## src/hw/rtl/taef_pkg.sv

```systemverilog
`timescale 1ns / 1ps

package taef_pkg;

  // Storage geometry
  localparam int MAX_WIDTH = 4096;
  localparam int COL_W     = $clog2(MAX_WIDTH);
  localparam int DIM_W     = 13;
  localparam int TEXEL_W   = 32;
  localparam int SLOT_W    = 2;
  localparam int ADDR_W    = SLOT_W + COL_W;
  localparam int MEM_DEPTH = 1 << ADDR_W;
  localparam int PEND_W    = COL_W + 2;
  localparam int SUM_W     = 11;
  localparam int CNT_W     = 4;
  localparam int QUO_W     = 8;
  localparam int REM_W     = 3;

  // Gather and divide sequencing
  localparam logic [3:0] GATHER_TAPS  = 4'd9;
  localparam logic [3:0] CENTER_TAP   = 4'd4;
  localparam logic [3:0] DIVIDE_STEPS = 4'd8;

  // Configuration register indexes
  localparam int REG_IDX_W = 2;
  localparam logic [REG_IDX_W-1:0] REG_IMAGE_WIDTH  = 2'd0;
  localparam logic [REG_IDX_W-1:0] REG_IMAGE_HEIGHT = 2'd1;
  localparam logic [REG_IDX_W-1:0] REG_FILL_ENABLE  = 2'd2;

  // Input item kinds
  localparam logic ACT_TEXEL = 1'b0;
  localparam logic ACT_FLUSH = 1'b1;

  // Alpha classes
  localparam logic [1:0] CLASS_OPAQUE = 2'd0;
  localparam logic [1:0] CLASS_BINARY = 2'd1;
  localparam logic [1:0] CLASS_FULL   = 2'd2;

  // Neighbor offset codes
  localparam logic [1:0] OFF_NEG  = 2'd0;
  localparam logic [1:0] OFF_ZERO = 2'd1;
  localparam logic [1:0] OFF_POS  = 2'd2;

  localparam logic [7:0] ALPHA_OPAQUE   = 8'hFF;
  localparam logic [7:0] ALPHA_FULL_LIM = 8'hFE;
  localparam logic [7:0] GRAY_TOL       = 8'd8;

  typedef enum logic [1:0] {
    ST_IDLE,
    ST_GATHER,
    ST_DIVIDE,
    ST_EMIT
  } taef_state_t;

  typedef struct packed {
    logic accept;
    logic gather;
    logic divide;
    logic emit;
  } taef_cmd_t;

  typedef struct packed {
    logic emit_req;
    logic gather_done;
    logic div_done;
    logic out_free;
  } taef_sts_t;

endpackage

```

## src/hw/rtl/taef_ctrl.sv

```systemverilog
`timescale 1ns / 1ps

module taef_ctrl (
  input  logic                clk,
  input  logic                rst,
  input  logic                item_valid,
  output logic                item_ready,
  input  taef_pkg::taef_sts_t sts,
  output taef_pkg::taef_cmd_t cmd
);

  taef_pkg::taef_state_t state;
  taef_pkg::taef_state_t state_next;

  // State register.
  always_ff @(posedge clk) begin
    if (rst) begin
      state <= taef_pkg::ST_IDLE;
    end else begin
      state <= state_next;
    end
  end

  // Next state.
  always_comb begin
    state_next = state;
    case (state)
      taef_pkg::ST_IDLE: begin
        if (item_valid && sts.emit_req) state_next = taef_pkg::ST_GATHER;
      end
      taef_pkg::ST_GATHER: begin
        if (sts.gather_done) state_next = taef_pkg::ST_DIVIDE;
      end
      taef_pkg::ST_DIVIDE: begin
        if (sts.div_done) state_next = taef_pkg::ST_EMIT;
      end
      taef_pkg::ST_EMIT: begin
        if (sts.out_free) state_next = taef_pkg::ST_IDLE;
      end
      default: state_next = taef_pkg::ST_IDLE;
    endcase
  end

  // Commands to the datapath.
  always_comb begin
    item_ready = 1'b0;
    cmd        = '0;
    case (state)
      taef_pkg::ST_IDLE: begin
        item_ready = 1'b1;
        cmd.accept = item_valid;
      end
      taef_pkg::ST_GATHER: cmd.gather = 1'b1;
      taef_pkg::ST_DIVIDE: cmd.divide = 1'b1;
      taef_pkg::ST_EMIT:   cmd.emit   = sts.out_free;
      default: cmd = '0;
    endcase
  end

endmodule

```

## config.mk

```make
export PLATFORM = sky130hd
export DESIGN_NAME = taef_ctrl
export DESIGN_NICKNAME = d
export VERILOG_FILES = /design/src/hw/rtl/taef_pkg.sv /design/src/hw/rtl/taef_ctrl.sv
export SDC_FILE = /design/constraint.sdc
export NUM_CORES = 1
export LEC_CHECK = 0
export BUFFER_PORTS_ARGS = -buffer_cell sky130_fd_sc_hd__buf_2
export CORE_AREA = 2 2 39 41
export CTS_CLUSTER_DIAMETER = 30
export DETAILED_ROUTE_END_ITERATION = 10
export DIE_AREA = 0 0 41 43
export MAX_ROUTING_LAYER = met4
export SYNTH_ARGS = -nofsm -noshare
export SYNTH_HDL_FRONTEND = slang
export SYNTH_SLANG_ARGS = --single-unit
export TNS_END_PERCENT = 50
```

## constraint.sdc

```tcl
create_clock -name clk -period 1.32 [get_ports clk]
set_clock_uncertainty 0.1 [all_clocks]
set_input_delay 0.132 -clock clk [delete_from_list [all_inputs] [get_ports clk]]
set_output_delay 0.132 -clock clk [all_outputs]
set_load 0.02 [all_outputs]
```

# After elaboration in Yosys (flattened, before gate mapping)
# Index checks and enable logic that the tools add are counted.
# totals
register_bits,2
in_bits,7
out_inout_bits,5
wordCells,21
# classes
n_eq_ne,7
n_mux,10
n_reduce_logical,3
# op_table
op,n
2-to-1 mux 2 bit,4
"inequality test 2 bit, second input constant",4
one-hot mux 2 bit (4 select lines),1
2-to-1 mux 1 bit,5
"== test 2 bit, second input constant",2
AND reduction 4 bit,1
"== test 2 x 1 -> 1 bit, second input constant",1
logical NOT 2 bit,1
logical AND 1 bit,1

# Depth between registers and ports, before layout
# Gate-level depths: netlist of the first run.
# depth
word_depth,3
mapped_depth,5
depth_no_buf,5

# Worst setup path before layout of the first run
# OpenSTA, ideal clock, no wires.
# synth_timing
kind,flip-flop to flip-flop
from,register state[0]
to,register state[0]
setup_ns,0.072
arrival_ns,1.416
required_time_ns,1.148
path_slack_ns,-0.268
stages_incl_launch_ff,6
n_path_buf,0
period_less_slack_ns,1.588
cell_sequence,dfxtp_1 inv_1 ha_1 nor2b_1 a2111oi_4 mux2i_1
# synth_between
elab_chain_len,3
elab_cells_between_ends,10
classes_between,eq/ne: 7; mux: 1; reduce/logical: 2
# synth_rtl
element,line,text
"start, declared",taef_ctrl.sv:12,taef_pkg::taef_state_t state;
"start signal, assigned",taef_ctrl.sv:18,state <= taef_pkg::ST_IDLE;
"start signal, assigned",taef_ctrl.sv:20,state <= state_next;
"== test 2 x 1 -> 1 bit, or another cell as far along",taef_ctrl.sv:27,case (state)
inequality test 2 bit (no source line),-,
AND reduction 4 bit (no source line),-,
# Several ways; a longest one is shown, not always the timed one.
# A chain may end at the register's enable or synchronous reset.

# Worst setup path after layout of the first run
# Ends and elaborated chain as after synthesis.

==> metrics.csv, run 1 <==
stage,metric,value,unit
synth,synth top area cells,"ha_1, dfxtp_1, a2111oi_4",
die,IO Pins,12,
clock_tree,Clock Latency Late Sink,0.22,ns
die,Die Area,1760,µm²
critical_path,worst path arrival time,1.50,ns
sta,crit share post-route,111,%
finish,max reg flops,2,
clock_tree,clock-pin slew on the worst setup and hold paths,0.03,ns
synth,Cells after Synth,22,
global_route,GRT overflow,0,
pwr,Psw,330,µW
critical_path,CP required,1.36,ns
synth,Mapped Area,230,µm²
synth,largest area contributor in the synthesized netlist,ha_1,
synth,fraction of the mapped netlist area in adder cells,27.2,%
synth,post-synth top area share,27.2,%
sta,Final WS setup,-0.143,ns
routing,routed wire length,541,µm
placement,Placer Congestion,0.626,
synth,register area share after synthesis,17.4,%
placement,DP HPWL,412,µm
global_route,GRT Total Usage,7.91,%
clock_tree,CTS Buf Count,3,
clock_tree,clk buf depth,2,
global_route,pin count of the biggest net entering global routing,5,
die,DIE HEIGHT,43,µm
sta,post-route minimum period,1.46,ns
critical_path,Startpoint Class,register,
finish,n_diodes,0,
critical_path,crit path max fanout,4,
flow_run,Max-Cap Viols,0,
clock_tree,clock root cell,clkbuf_4,
finish,fin util,31.1,%
sta,final setup vio count,4,
clock_tree,# hold bufs at CTS,0,
synth,post-synthesis net count,34,
synth,Post-Synth Simple-Gate Area,28.3,%
routing,1st-pass router iterations,1,
outcome,failing checks,setup timing,
routing,routed length per instance,9.33,µm
synth,multiplexer share of the synthesized area,8.70,%
clock_tree,Clock Sinks,2,
critical_path,Reg2Reg Launch Point,state[0],
synth,Netlist cell types,12,
placement,PortBufs,11,
sta,fin. max-slew vios,0,
clock_tree,# H-tree levels,1,
synth,Synth Area in XOR/XNOR,0,%
die,starting density of the core,16.6,%
routing,ANT nets after route,0,
critical_path,r2r worst-path depth,5,
pwr,pwr dens,1970,nW/µm²
sta,Peak Freq,684,MHz
synth,Seq cells post-synth,2,
global_route,initial antenna violation count,0,
critical_path,Critical Path Sink Type,register,
sta,Worst Tran Pin Value,0.322,ns
die,row count,14,
global_route,vias in the first global route,231,
sta,relative slew slack,78.5,%
pwr,Static Leak,0.193,nW
worst_hold_path,worst min-delay path startpoint,rst,
pwr,sequential power share,16.8,%
pwr,Peak VDD IR,0.743,mV
critical_path,kind of critical path,register to register,
sta,endpoints failing hold,0,
sta,RSZ-0062 raised after global routing,true,
synth,largest family of logic cells by synthesized area,simple AND/OR/NAND/NOR gates,
routing,1st-iter DRT viols,0,
die,Die Span X,41,µm
finish,largest registers,state: 2 flops,
synth,complex-gate fraction of the synthesized area,15.2,%
outcome,status,finished with violations,
global_route,first-pass GRT wire length,834,µm
worst_hold_path,Hold Path Class,input port to register,
synth,Synth Warn #,0,
finish,fin nets,56,
routing,DRC,0,
sta,setup TNS,-0.387,ns
pwr,Comb pwr share,67.3,%
finish,Layout area overhead,87.0,%
die,CORE AREA,1380,µm²
pwr,sw frac,38.9,%
clock_tree,CTS tree,yes,
worst_hold_path,worst hold path stage count,3,
pwr,P_int,519,µW
pwr,Clk pwr share,15.9,%
finish,layout cells sized above 1,76.2,%
critical_path,crit path from,state[0],
synth,syn avg cell area,10.5,µm²
routing,Vias,225,
finish,"Most flops, register",state,
routing,Via-to-Cell Ratio,3.88,
critical_path,FF-to-FF setup slack,-0.14,ns
==> cell type report <==
class | count | area [µm²]
fillers | 150 | 953
well taps | 16 | 20.0
repair buffers | 17 | 113
flip-flops and latches | 2 | 47.5
clock buffers | 3 | 22.5
inverters | 2 | 10.0
multi-input cells | 18 | 218
==> worst paths after layout <==
kind,endpoint
hold reg to reg,state[0]
hold / removal,state[1]
setup / recovery,state[0]
setup reg to reg,state[0]
==> timing repair <==
| item | 4_1_cts | 5_1_grt |
|---|---|---|
| pin swaps | 2 | 0 |
| gates resized for setup | 10 | 1 |
| setup endpoints to repair | 5 | 6 |
| buffers inserted | 3 | 0 |
==> per-layer routing <==
layer | track usage [%] | share of wire (%) | wire, µm
met5 | - | 0 | 0
met4 | 2.00 | 0 | 0
met3 | 6.28 | 14 | 78
met2 | 13.1 | 48 | 257
met1 | 6.39 | 38 | 205
==> worst max-delay path, stage by stage, from the launching register on <==
cell and delay (ns):
dfxtp_4 0.36, inv_4 0.05, ha_4 0.15, nor2b_4 0.13, a2111oi_4 0.37, mux2i_1 0.22
==> kinds of logic (layout without fill, tap and decap cells) <==
| group | after synthesis | count (layout) |
|---|---|---|
| muxes | 2 | 2 |
| DFF | 2 | 2 |
| AOI/OAI and AO/OA | 2 | 2 |
| buffers and inverters | 2 | 22 |
| adders and majority gates | 5 | 5 |
| and+or+nand+nor | 9 | 9 |
==> power by group through the flow <==
stage                     registers [mW]  clock network, mW  logic, mW
after global routing               0.147              0.153      0.624
after detailed placement           0.129                  0      0.472
after CTS                          0.142              0.142      0.567
final                              0.143              0.135      0.572
after global placement             0.130                  0      0.461
after floorplan                    0.120                  0      0.346
==> cells in the final DEF, fill, tap and decap left out, drive strengths merged <==
cell / instances
buf: 17
ha: 5
nand2b: 3
clkbuf: 3
nor2b: 3
mux2i: 2
dfxtp: 2
inv: 2
and2: 2
nand2: 1
a2111oi: 1
o21bai: 1
==> through the flow <==
stage          cell area, µm²  hold WS [ns]  std cells  power (mW)  setup WS, ns
3_5_place_dp              348         0.328         52       0.602        -0.179
6_report                  430         0.104         58       0.850        -0.143
2_1_floorplan             250         0.205         22       0.466        -0.115
3_3_place_gp              348         0.336         52       0.591        -0.159
4_1_cts                   428        0.0861         58       0.852        -0.157
5_1_grt                   430         0.119         58       0.923        -0.200
==> cells in the mapped netlist <==
library cell,n
inv_1,2
nor2b_1,2
nand2_2,1
mux2i_1,2
o21bai_1,1
and2_2,1
nand2b_1,3
nor2b_4,1
ha_1,5
dfxtp_1,2
and2_1,1
a2111oi_4,1
Power figures use the tool's default switching activity.
==> inputs of run 2 (changes only) <==
--- a/config.mk
+++ b/config.mk
@@ -6,11 +6,14 @@
 export NUM_CORES = 1
 export LEC_CHECK = 0
 export BUFFER_PORTS_ARGS = -buffer_cell sky130_fd_sc_hd__buf_2
+export CELL_PAD_IN_SITES_DETAIL_PLACEMENT = 1
+export CELL_PAD_IN_SITES_GLOBAL_PLACEMENT = 2
 export CORE_AREA = 2 2 39 41
 export CTS_CLUSTER_DIAMETER = 30
 export DETAILED_ROUTE_END_ITERATION = 10
 export DIE_AREA = 0 0 41 43
 export MAX_ROUTING_LAYER = met4
+export PLACE_DENSITY_LB_ADDON = 0.1
 export SYNTH_ARGS = -nofsm -noshare
 export SYNTH_HDL_FRONTEND = slang
 export SYNTH_SLANG_ARGS = --single-unit
==> run 2 against run 1 <==
  * The run still ends with setup timing left
  * Sequential share of layout area decreased by 0.46 points
  * Wire length increased by 1.5%
  * Combinational power increased by 15%
  * Largest cell class unchanged
  * Largest power group unchanged
  * Highest routed layer unchanged
==> metrics.csv, run 2 (synthesis gave the netlist of run 1 again) <==
stage,metric,value,unit,change
critical_path,kind of critical path,register to register,,
finish,layout cells sized above 1,79.1,%,+2.9 points
flow_run,Max-Cap Viols,0,,unchanged
outcome,failing checks,setup timing,,
clock_tree,Clock Sinks,2,,unchanged
routing,Via-to-Cell Ratio,3.71,,-4.3%
die,row count,14,,unchanged
finish,design area,449,µm²,+4.4%
sta,post-route minimum period,1.44,ns,-0.0197 ns
finish,Fill cells,162,,+8.0%
outcome,status,finished with violations,,
die,IO Pins,12,,unchanged
clock_tree,clk buf depth,2,,unchanged
pwr,pwr dens,2080,nW/µm²,+5.3%
placement,dpl cell area,363,µm²,+4.3%
placement,DP HPWL,465,µm,+13%
finish,"commonest non-fill, non-tap cell in the layout",buf_2,,
worst_hold_path,Hold Path Class,input port to register,,
finish,most frequent cells in the layout,"buf_2, buf_4, buf_6, nand2b_1, clkbuf_4",,
sta,Worst Tran Pin Value,0.316,ns,-0.00625 ns
routing,routed wire length,549,µm,+1.5%
finish,n_diodes,0,,unchanged
sta,Final WS setup,-0.123,ns,+0.0197 ns
routing,1st-pass router iterations,2,,+1
die,starting density of the core,16.6,%,unchanged
sta,Peak Freq,693,MHz,+1.4%
critical_path,worst path arrival time,1.48,ns,-0.02 ns
clock_tree,CTS tree,yes,,
routing,routed length per instance,9.31,µm,-0.24%
finish,"Most flops, register",state,,
sta,relative slew slack,78.9,%,+0.42 points
clock_tree,CTS Buf Count,3,,unchanged
sta,setup TNS,-0.360,ns,+0.0271 ns
critical_path,FF-to-FF setup slack,-0.12,ns,+0.02 ns
global_route,GRT overflow,0,,unchanged
global_route,GRT Total Usage,7.27,%,-0.63 points
global_route,pin count of the biggest net entering global routing,5,,unchanged
critical_path,r2r worst-path depth,5,,unchanged
finish,largest registers,state: 2 flops,,
routing,DRC,0,,unchanged
die,Die Span X,41,µm,unchanged
critical_path,CP required,1.36,ns,about the same
global_route,first-pass GRT wire length,765,µm,-8.3%
sta,hold_ws,0.100,ns,-0.00432 ns
clock_tree,# H-tree levels,1,,unchanged
clock_tree,clock root cell,clkbuf_4,,
global_route,vias in the first global route,204,,-12%
routing,Vias,219,,-2.7%
sta,endpoints failing hold,0,,unchanged
finish,fin util,32.5,%,+1.4 points
clock_tree,Clock Latency Late Sink,0.22,ns,about the same
critical_path,crit path max fanout,3,,-1
critical_path,Reg2Reg Launch Point,state[1],,
worst_hold_path,hold worst-path end,state[1],,
routing,ANT nets after route,0,,unchanged
sta,RSZ-0062 raised after global routing,true,,
critical_path,FF-to-FF End,state[0],,
die,CORE AREA,1380,µm²,unchanged
finish,Layout area overhead,95.1,%,
die,DIE HEIGHT,43,µm,unchanged
placement,PortBufs,11,,unchanged
pwr,Peak VDD IR,0.649,mV,-13%
critical_path,Critical Path Sink Type,register,,
routing,1st-iter DRT viols,3,,+3
pwr,Static Leak,0.200,nW,+3.6%
finish,fin nets,57,,+1.8%
placement,Placer Congestion,0.632,,+0.89%
critical_path,Startpoint Class,register,,
worst_hold_path,worst hold path stage count,3,,unchanged
finish,max reg flops,2,,unchanged
die,Die Area,1760,µm²,unchanged
sta,crit share post-route,109,%,-1.5 points
global_route,initial antenna violation count,0,,unchanged
clock_tree,clock-pin slew on the worst setup and hold paths,0.03,ns,about the same
sta,final setup vio count,4,,unchanged
sta,fin. max-slew vios,0,,unchanged
worst_hold_path,worst min-delay path startpoint,rst,,
==> run 2: through the flow <==
step	setup WS (ns)	cells	total power, mW
5_1_grt	-0.178	59	1.02
2_1_floorplan	-0.115	22	0.466
4_1_cts	-0.158	58	0.908
6_report	-0.123	59	0.934
3_3_place_gp	-0.154	54	0.646
3_5_place_dp	-0.154	54	0.643
==> run 2: cell type report <==
| class | count | area (µm²) | share of cell area, % |
|---|---|---|---|
| timing repair buffer | 18 | 130 | 29.0 |
| tap | 16 | 20.0 | 4.46 |
| multi-input combinational | 18 | 216 | 48.2 |
| clock buffer | 3 | 22.5 | 5.01 |
| inverter | 2 | 12.5 | 2.79 |
| sequential | 2 | 47.5 | 10.6 |
==> run 2: where the power goes <==
| part | internal (mW) | switching (mW) | leakage (nW) |
|---|---|---|---|
| clock | 0.100 | 0.0328 | 0.0138 |
| sequential | 0.100 | 0.0425 | 0.0178 |
| combinational | 0.392 | 0.267 | 0.168 |
| total | 0.592 | 0.342 | 0.200 |
==> run 2: critical path, stage by stage, from the launching register on <==
cell       delay, ns
dfxtp_4         0.35
inv_4           0.05
ha_4            0.15
nor2b_4         0.12
a2111oi_4       0.37
mux2i_1         0.22
==> run 2: repair_timing <==
item                                    CTS  global route
endpoints found under the setup margin    5             6
hold buffers                              0             0
setup buffers                             1             1
resized for setup                        11             5
pin swaps                                 1             1
==> run 2: how the worst max path moves through the flow <==
stage,startpoint,end,depth (start not counted)
after global placement,state[0],state[0],5
after CTS,state[1],state[0],5
after global routing,state[1],state[0],5
final,state[1],state[0],5
after detailed placement,state[0],state[0],5
after floorplan,state[0],state[0],5
==> run 2: per-layer routing <==
metal,GRT usage (%),up-vias,wire [µm]
met2,10.3,8,281
met4,8.00,0,0
met5,-,-,0
met3,3.14,0,40
met1,6.35,97,228
li1,-,114,-
==> inputs of run 3 (changes only) <==
--- a/config.mk
+++ b/config.mk
@@ -7,7 +7,7 @@
 export LEC_CHECK = 0
 export BUFFER_PORTS_ARGS = -buffer_cell sky130_fd_sc_hd__buf_2
 export CELL_PAD_IN_SITES_DETAIL_PLACEMENT = 1
-export CELL_PAD_IN_SITES_GLOBAL_PLACEMENT = 2
+export CELL_PAD_IN_SITES_GLOBAL_PLACEMENT = 1
 export CORE_AREA = 2 2 39 41
 export CTS_CLUSTER_DIAMETER = 30
 export DETAILED_ROUTE_END_ITERATION = 10
==> run 3 against run 2 <==
  * The flow still finishes with violations (setup timing)
  * Final cell count did not move
  * Sequential power rose by 7%
  * First-iteration DRC count fell by 100%
  * Wire length rose by 9.1%
  * Die area did not move
  * Worst hold slack improved by 0.0012 ns
  * Largest cell class unchanged
  * Highest routed layer is now met4
  * Largest power group unchanged
  * Clock power barely moved
  * Register-to-register slack got worse by 0.03 ns
  * Clock-buffer cell count did not move
  * Global-route usage rose by 1.6 points
  * Utilization fell by 0.27 points
  * Critical path depth did not move
==> metrics.csv, run 3 (synthesis gave the netlist of run 1 again) <==
stage,metric,value,unit,change
sta,Peak Freq,677,MHz,-2.3%
global_route,first-pass GRT wire length,972,µm,+27%
sta,crit share post-route,112,%,+2.6 points
global_route,vias in the first global route,223,,+9.3%
finish,most frequent cells in the layout,"buf_2, buf_4, nand2b_1, ha_4, clkbuf_4",,
routing,routed length per instance,10.2,µm,+9.1%
pwr,Static Leak,0.200,nW,+0.30%
clock_tree,Clock Sinks,2,,unchanged
critical_path,r2r worst-path depth,5,,unchanged
routing,Vias,234,,+6.8%
pwr,Peak VDD IR,0.575,mV,-11%
finish,design area,445,µm²,-0.84%
sta,setup TNS,-0.502,ns,-0.143 ns
critical_path,Critical-path top delay cell,a2111oi_4,,
finish,register area,47.5,µm²,unchanged
critical_path,CP Depth,5,,unchanged
critical_path,"delay-heaviest family, CP",compound AO/OA/AOI/OAI gates,,
sta,final setup vio count,5,,+1
sta,endpoints failing hold,0,,unchanged
global_route,met2 Usage GRT,13.1,%,+2.8 points
global_route,GRT overflow,0,,unchanged
clock_tree,CTS tree,yes,,
finish,"Most flops, register",state,,
global_route,M3 GR Usage,5.76,%,+2.6 points
clock_tree,# H-tree levels,1,,unchanged
placement,dpl cell area,370,µm²,+2.1%
critical_path,delay of the slowest critical-path stage,0.39,ns,+0.02 ns
placement,Placer Congestion,0.646,,+2.3%
die,CORE AREA,1380,µm²,unchanged
die,starting density of the core,16.6,%,unchanged
critical_path,Startpoint Class,register,,
clock_tree,clock root cell,clkbuf_4,,
flow_run,Max-Cap Viols,0,,unchanged
critical_path,worst path cell trace,inv_6 > ha_4 > nor2b_4 > a2111oi_4 > mux2i_1,,
routing,1st-iter DRT viols,0,,-3
sta,Final WS setup,-0.158,ns,-0.0344 ns
routing,Via-to-Cell Ratio,3.97,,+6.8%
finish,max reg flops,2,,unchanged
sta,RSZ-0062 raised after global routing,true,,
sta,Worst Tran Pin Value,0.346,ns,+0.0306 ns
critical_path,FF-to-FF End,state[1],,
routing,DRC,0,,unchanged
sta,post-route minimum period,1.48,ns,+0.0344 ns
outcome,status,finished with violations,,
critical_path,kind of critical path,register to register,,
global_route,GRT Total Usage,8.91,%,+1.6 points
clock_tree,clock-pin slew on the worst setup and hold paths,0.03,ns,about the same
global_route,M1 GR Usage,7.94,%,+1.6 points
global_route,GR peak layer,met2,,
routing,1st-pass router iterations,1,,-1
clock_tree,CTS Buf Count,3,,unchanged
die,Die Area,1760,µm²,unchanged
clock_tree,Clock Latency Late Sink,0.22,ns,about the same
finish,Layout area overhead,93.5,%,
placement,DP HPWL,505,µm,+8.5%
die,Die Span X,41,µm,unchanged
global_route,initial antenna violation count,0,,unchanged
finish,largest registers,state: 2 flops,,
outcome,failing checks,setup timing,,
finish,layout cells sized above 1,74.4,%,-4.7 points
pwr,pwr dens,2040,nW/µm²,-1.9%
critical_path,Reg2Reg Launch Point,state[1],,
die,row count,14,,unchanged
critical_path,end of the critical path,state[1],,
sta,fin. max-slew vios,0,,unchanged
die,DIE HEIGHT,43,µm,unchanged
critical_path,worst path arrival time,1.52,ns,+0.04 ns
critical_path,Critical Path Sink Type,register,,
finish,Fill cells,172,,+6.2%
die,IO Pins,12,,unchanged
placement,PortBufs,11,,unchanged
finish,n_diodes,0,,unchanged
finish,"commonest non-fill, non-tap cell in the layout",buf_2,,
worst_hold_path,Hold Path Class,input port to register,,
routing,ANT nets after route,0,,unchanged
critical_path,crit path from,state[1],,
clock_tree,clk buf depth,2,,unchanged
critical_path,crit path max fanout,4,,+1
routing,routed wire length,599,µm,+9.1%
critical_path,CP required,1.36,ns,about the same
finish,area occupied by multi-input gates,220,µm²,+1.7%
critical_path,FF-to-FF setup slack,-0.16,ns,-0.03 ns
sta,relative slew slack,76.9,%,-2.0 points
finish,fin nets,57,,unchanged
critical_path,CP bufs+invs,1,,unchanged
global_route,pin count of the biggest net entering global routing,5,,unchanged
==> run 3: cell count changes in the layout (fill, tap and decap cells not counted) <==
cell	delta
ha_4	+1
nor2b_2	-1
and2_4	-1
buf_6	-2
and2_2	+1
inv_6	+1
ha_2	-2
buf_4	+1
inv_4	-1
nor2b_1	+1
buf_2	+1
ha_1	+1
==> run 3: report_power, final <==
part           total (mW)  switching, mW  internal (mW)
combinational       0.621          0.268          0.353
clock               0.135         0.0345          0.100
sequential          0.153         0.0528          0.100
total               0.909          0.355          0.554
==> run 3: tightest hold or removal path, stage by stage <==
cell      delay, ns
buf_2          0.10
nand2b_1       0.09
mux2i_1        0.05
==> run 3: worst min-delay path by stage <==
stage | cells after the start | from | end | slack, ns
final | 3 | rst | state[0] | 0.10
after global placement | 3 | rst | state[0] | 0.33
after detailed placement | 3 | rst | state[0] | 0.34
after floorplan | 2 | rst | state[0] | 0.20
after CTS | 3 | rst | state[0] | 0.1
after global routing | 3 | rst | state[0] | 0.10
==> run 3: per-layer routing <==
metal | vias to the layer above | share of wire, %
met4 | 0 | 2.3
met3 | 2 | 13
met5 | - | 0
met2 | 11 | 53
met1 | 105 | 32
li1 | 116 | -
==> run 3: per-stage QoR <==
step | std cells | setup WS, ns | hold slack [ns] | utilization, % | power (mW)
after floorplan | 22 | -0.115 | 0.205 | - | 0.466
after global placement | 55 | -0.146 | 0.330 | 26.8 | 0.658
after detailed placement | 55 | -0.191 | 0.345 | 26.8 | 0.668
after CTS | 59 | -0.187 | 0.0998 | 30.7 | 0.895
after global routing | 59 | -0.224 | 0.102 | 32.2 | 1.01
final | 59 | -0.158 | 0.101 | 32.2 | 0.909
==> run 3: area by class of cell <==
type,instances,area share [%]
inverters,2,3.37
flip-flops and latches,2,10.7
clock buffers,3,5.06
multi-input cells,18,49.4
repair buffers,18,27.0
well taps,16,4.49
==> run 3: what timing repair did <==
action / in CTS / in global routing
gates cloned: 0 / 0
endpoints found under the setup margin: 6 / 6
pin swaps: 2 / 0
resized for setup: 7 / 5
buffers inserted: 1 / 0
hold buffers: 0 / 0
endpoints found under the hold margin: 0 / 0
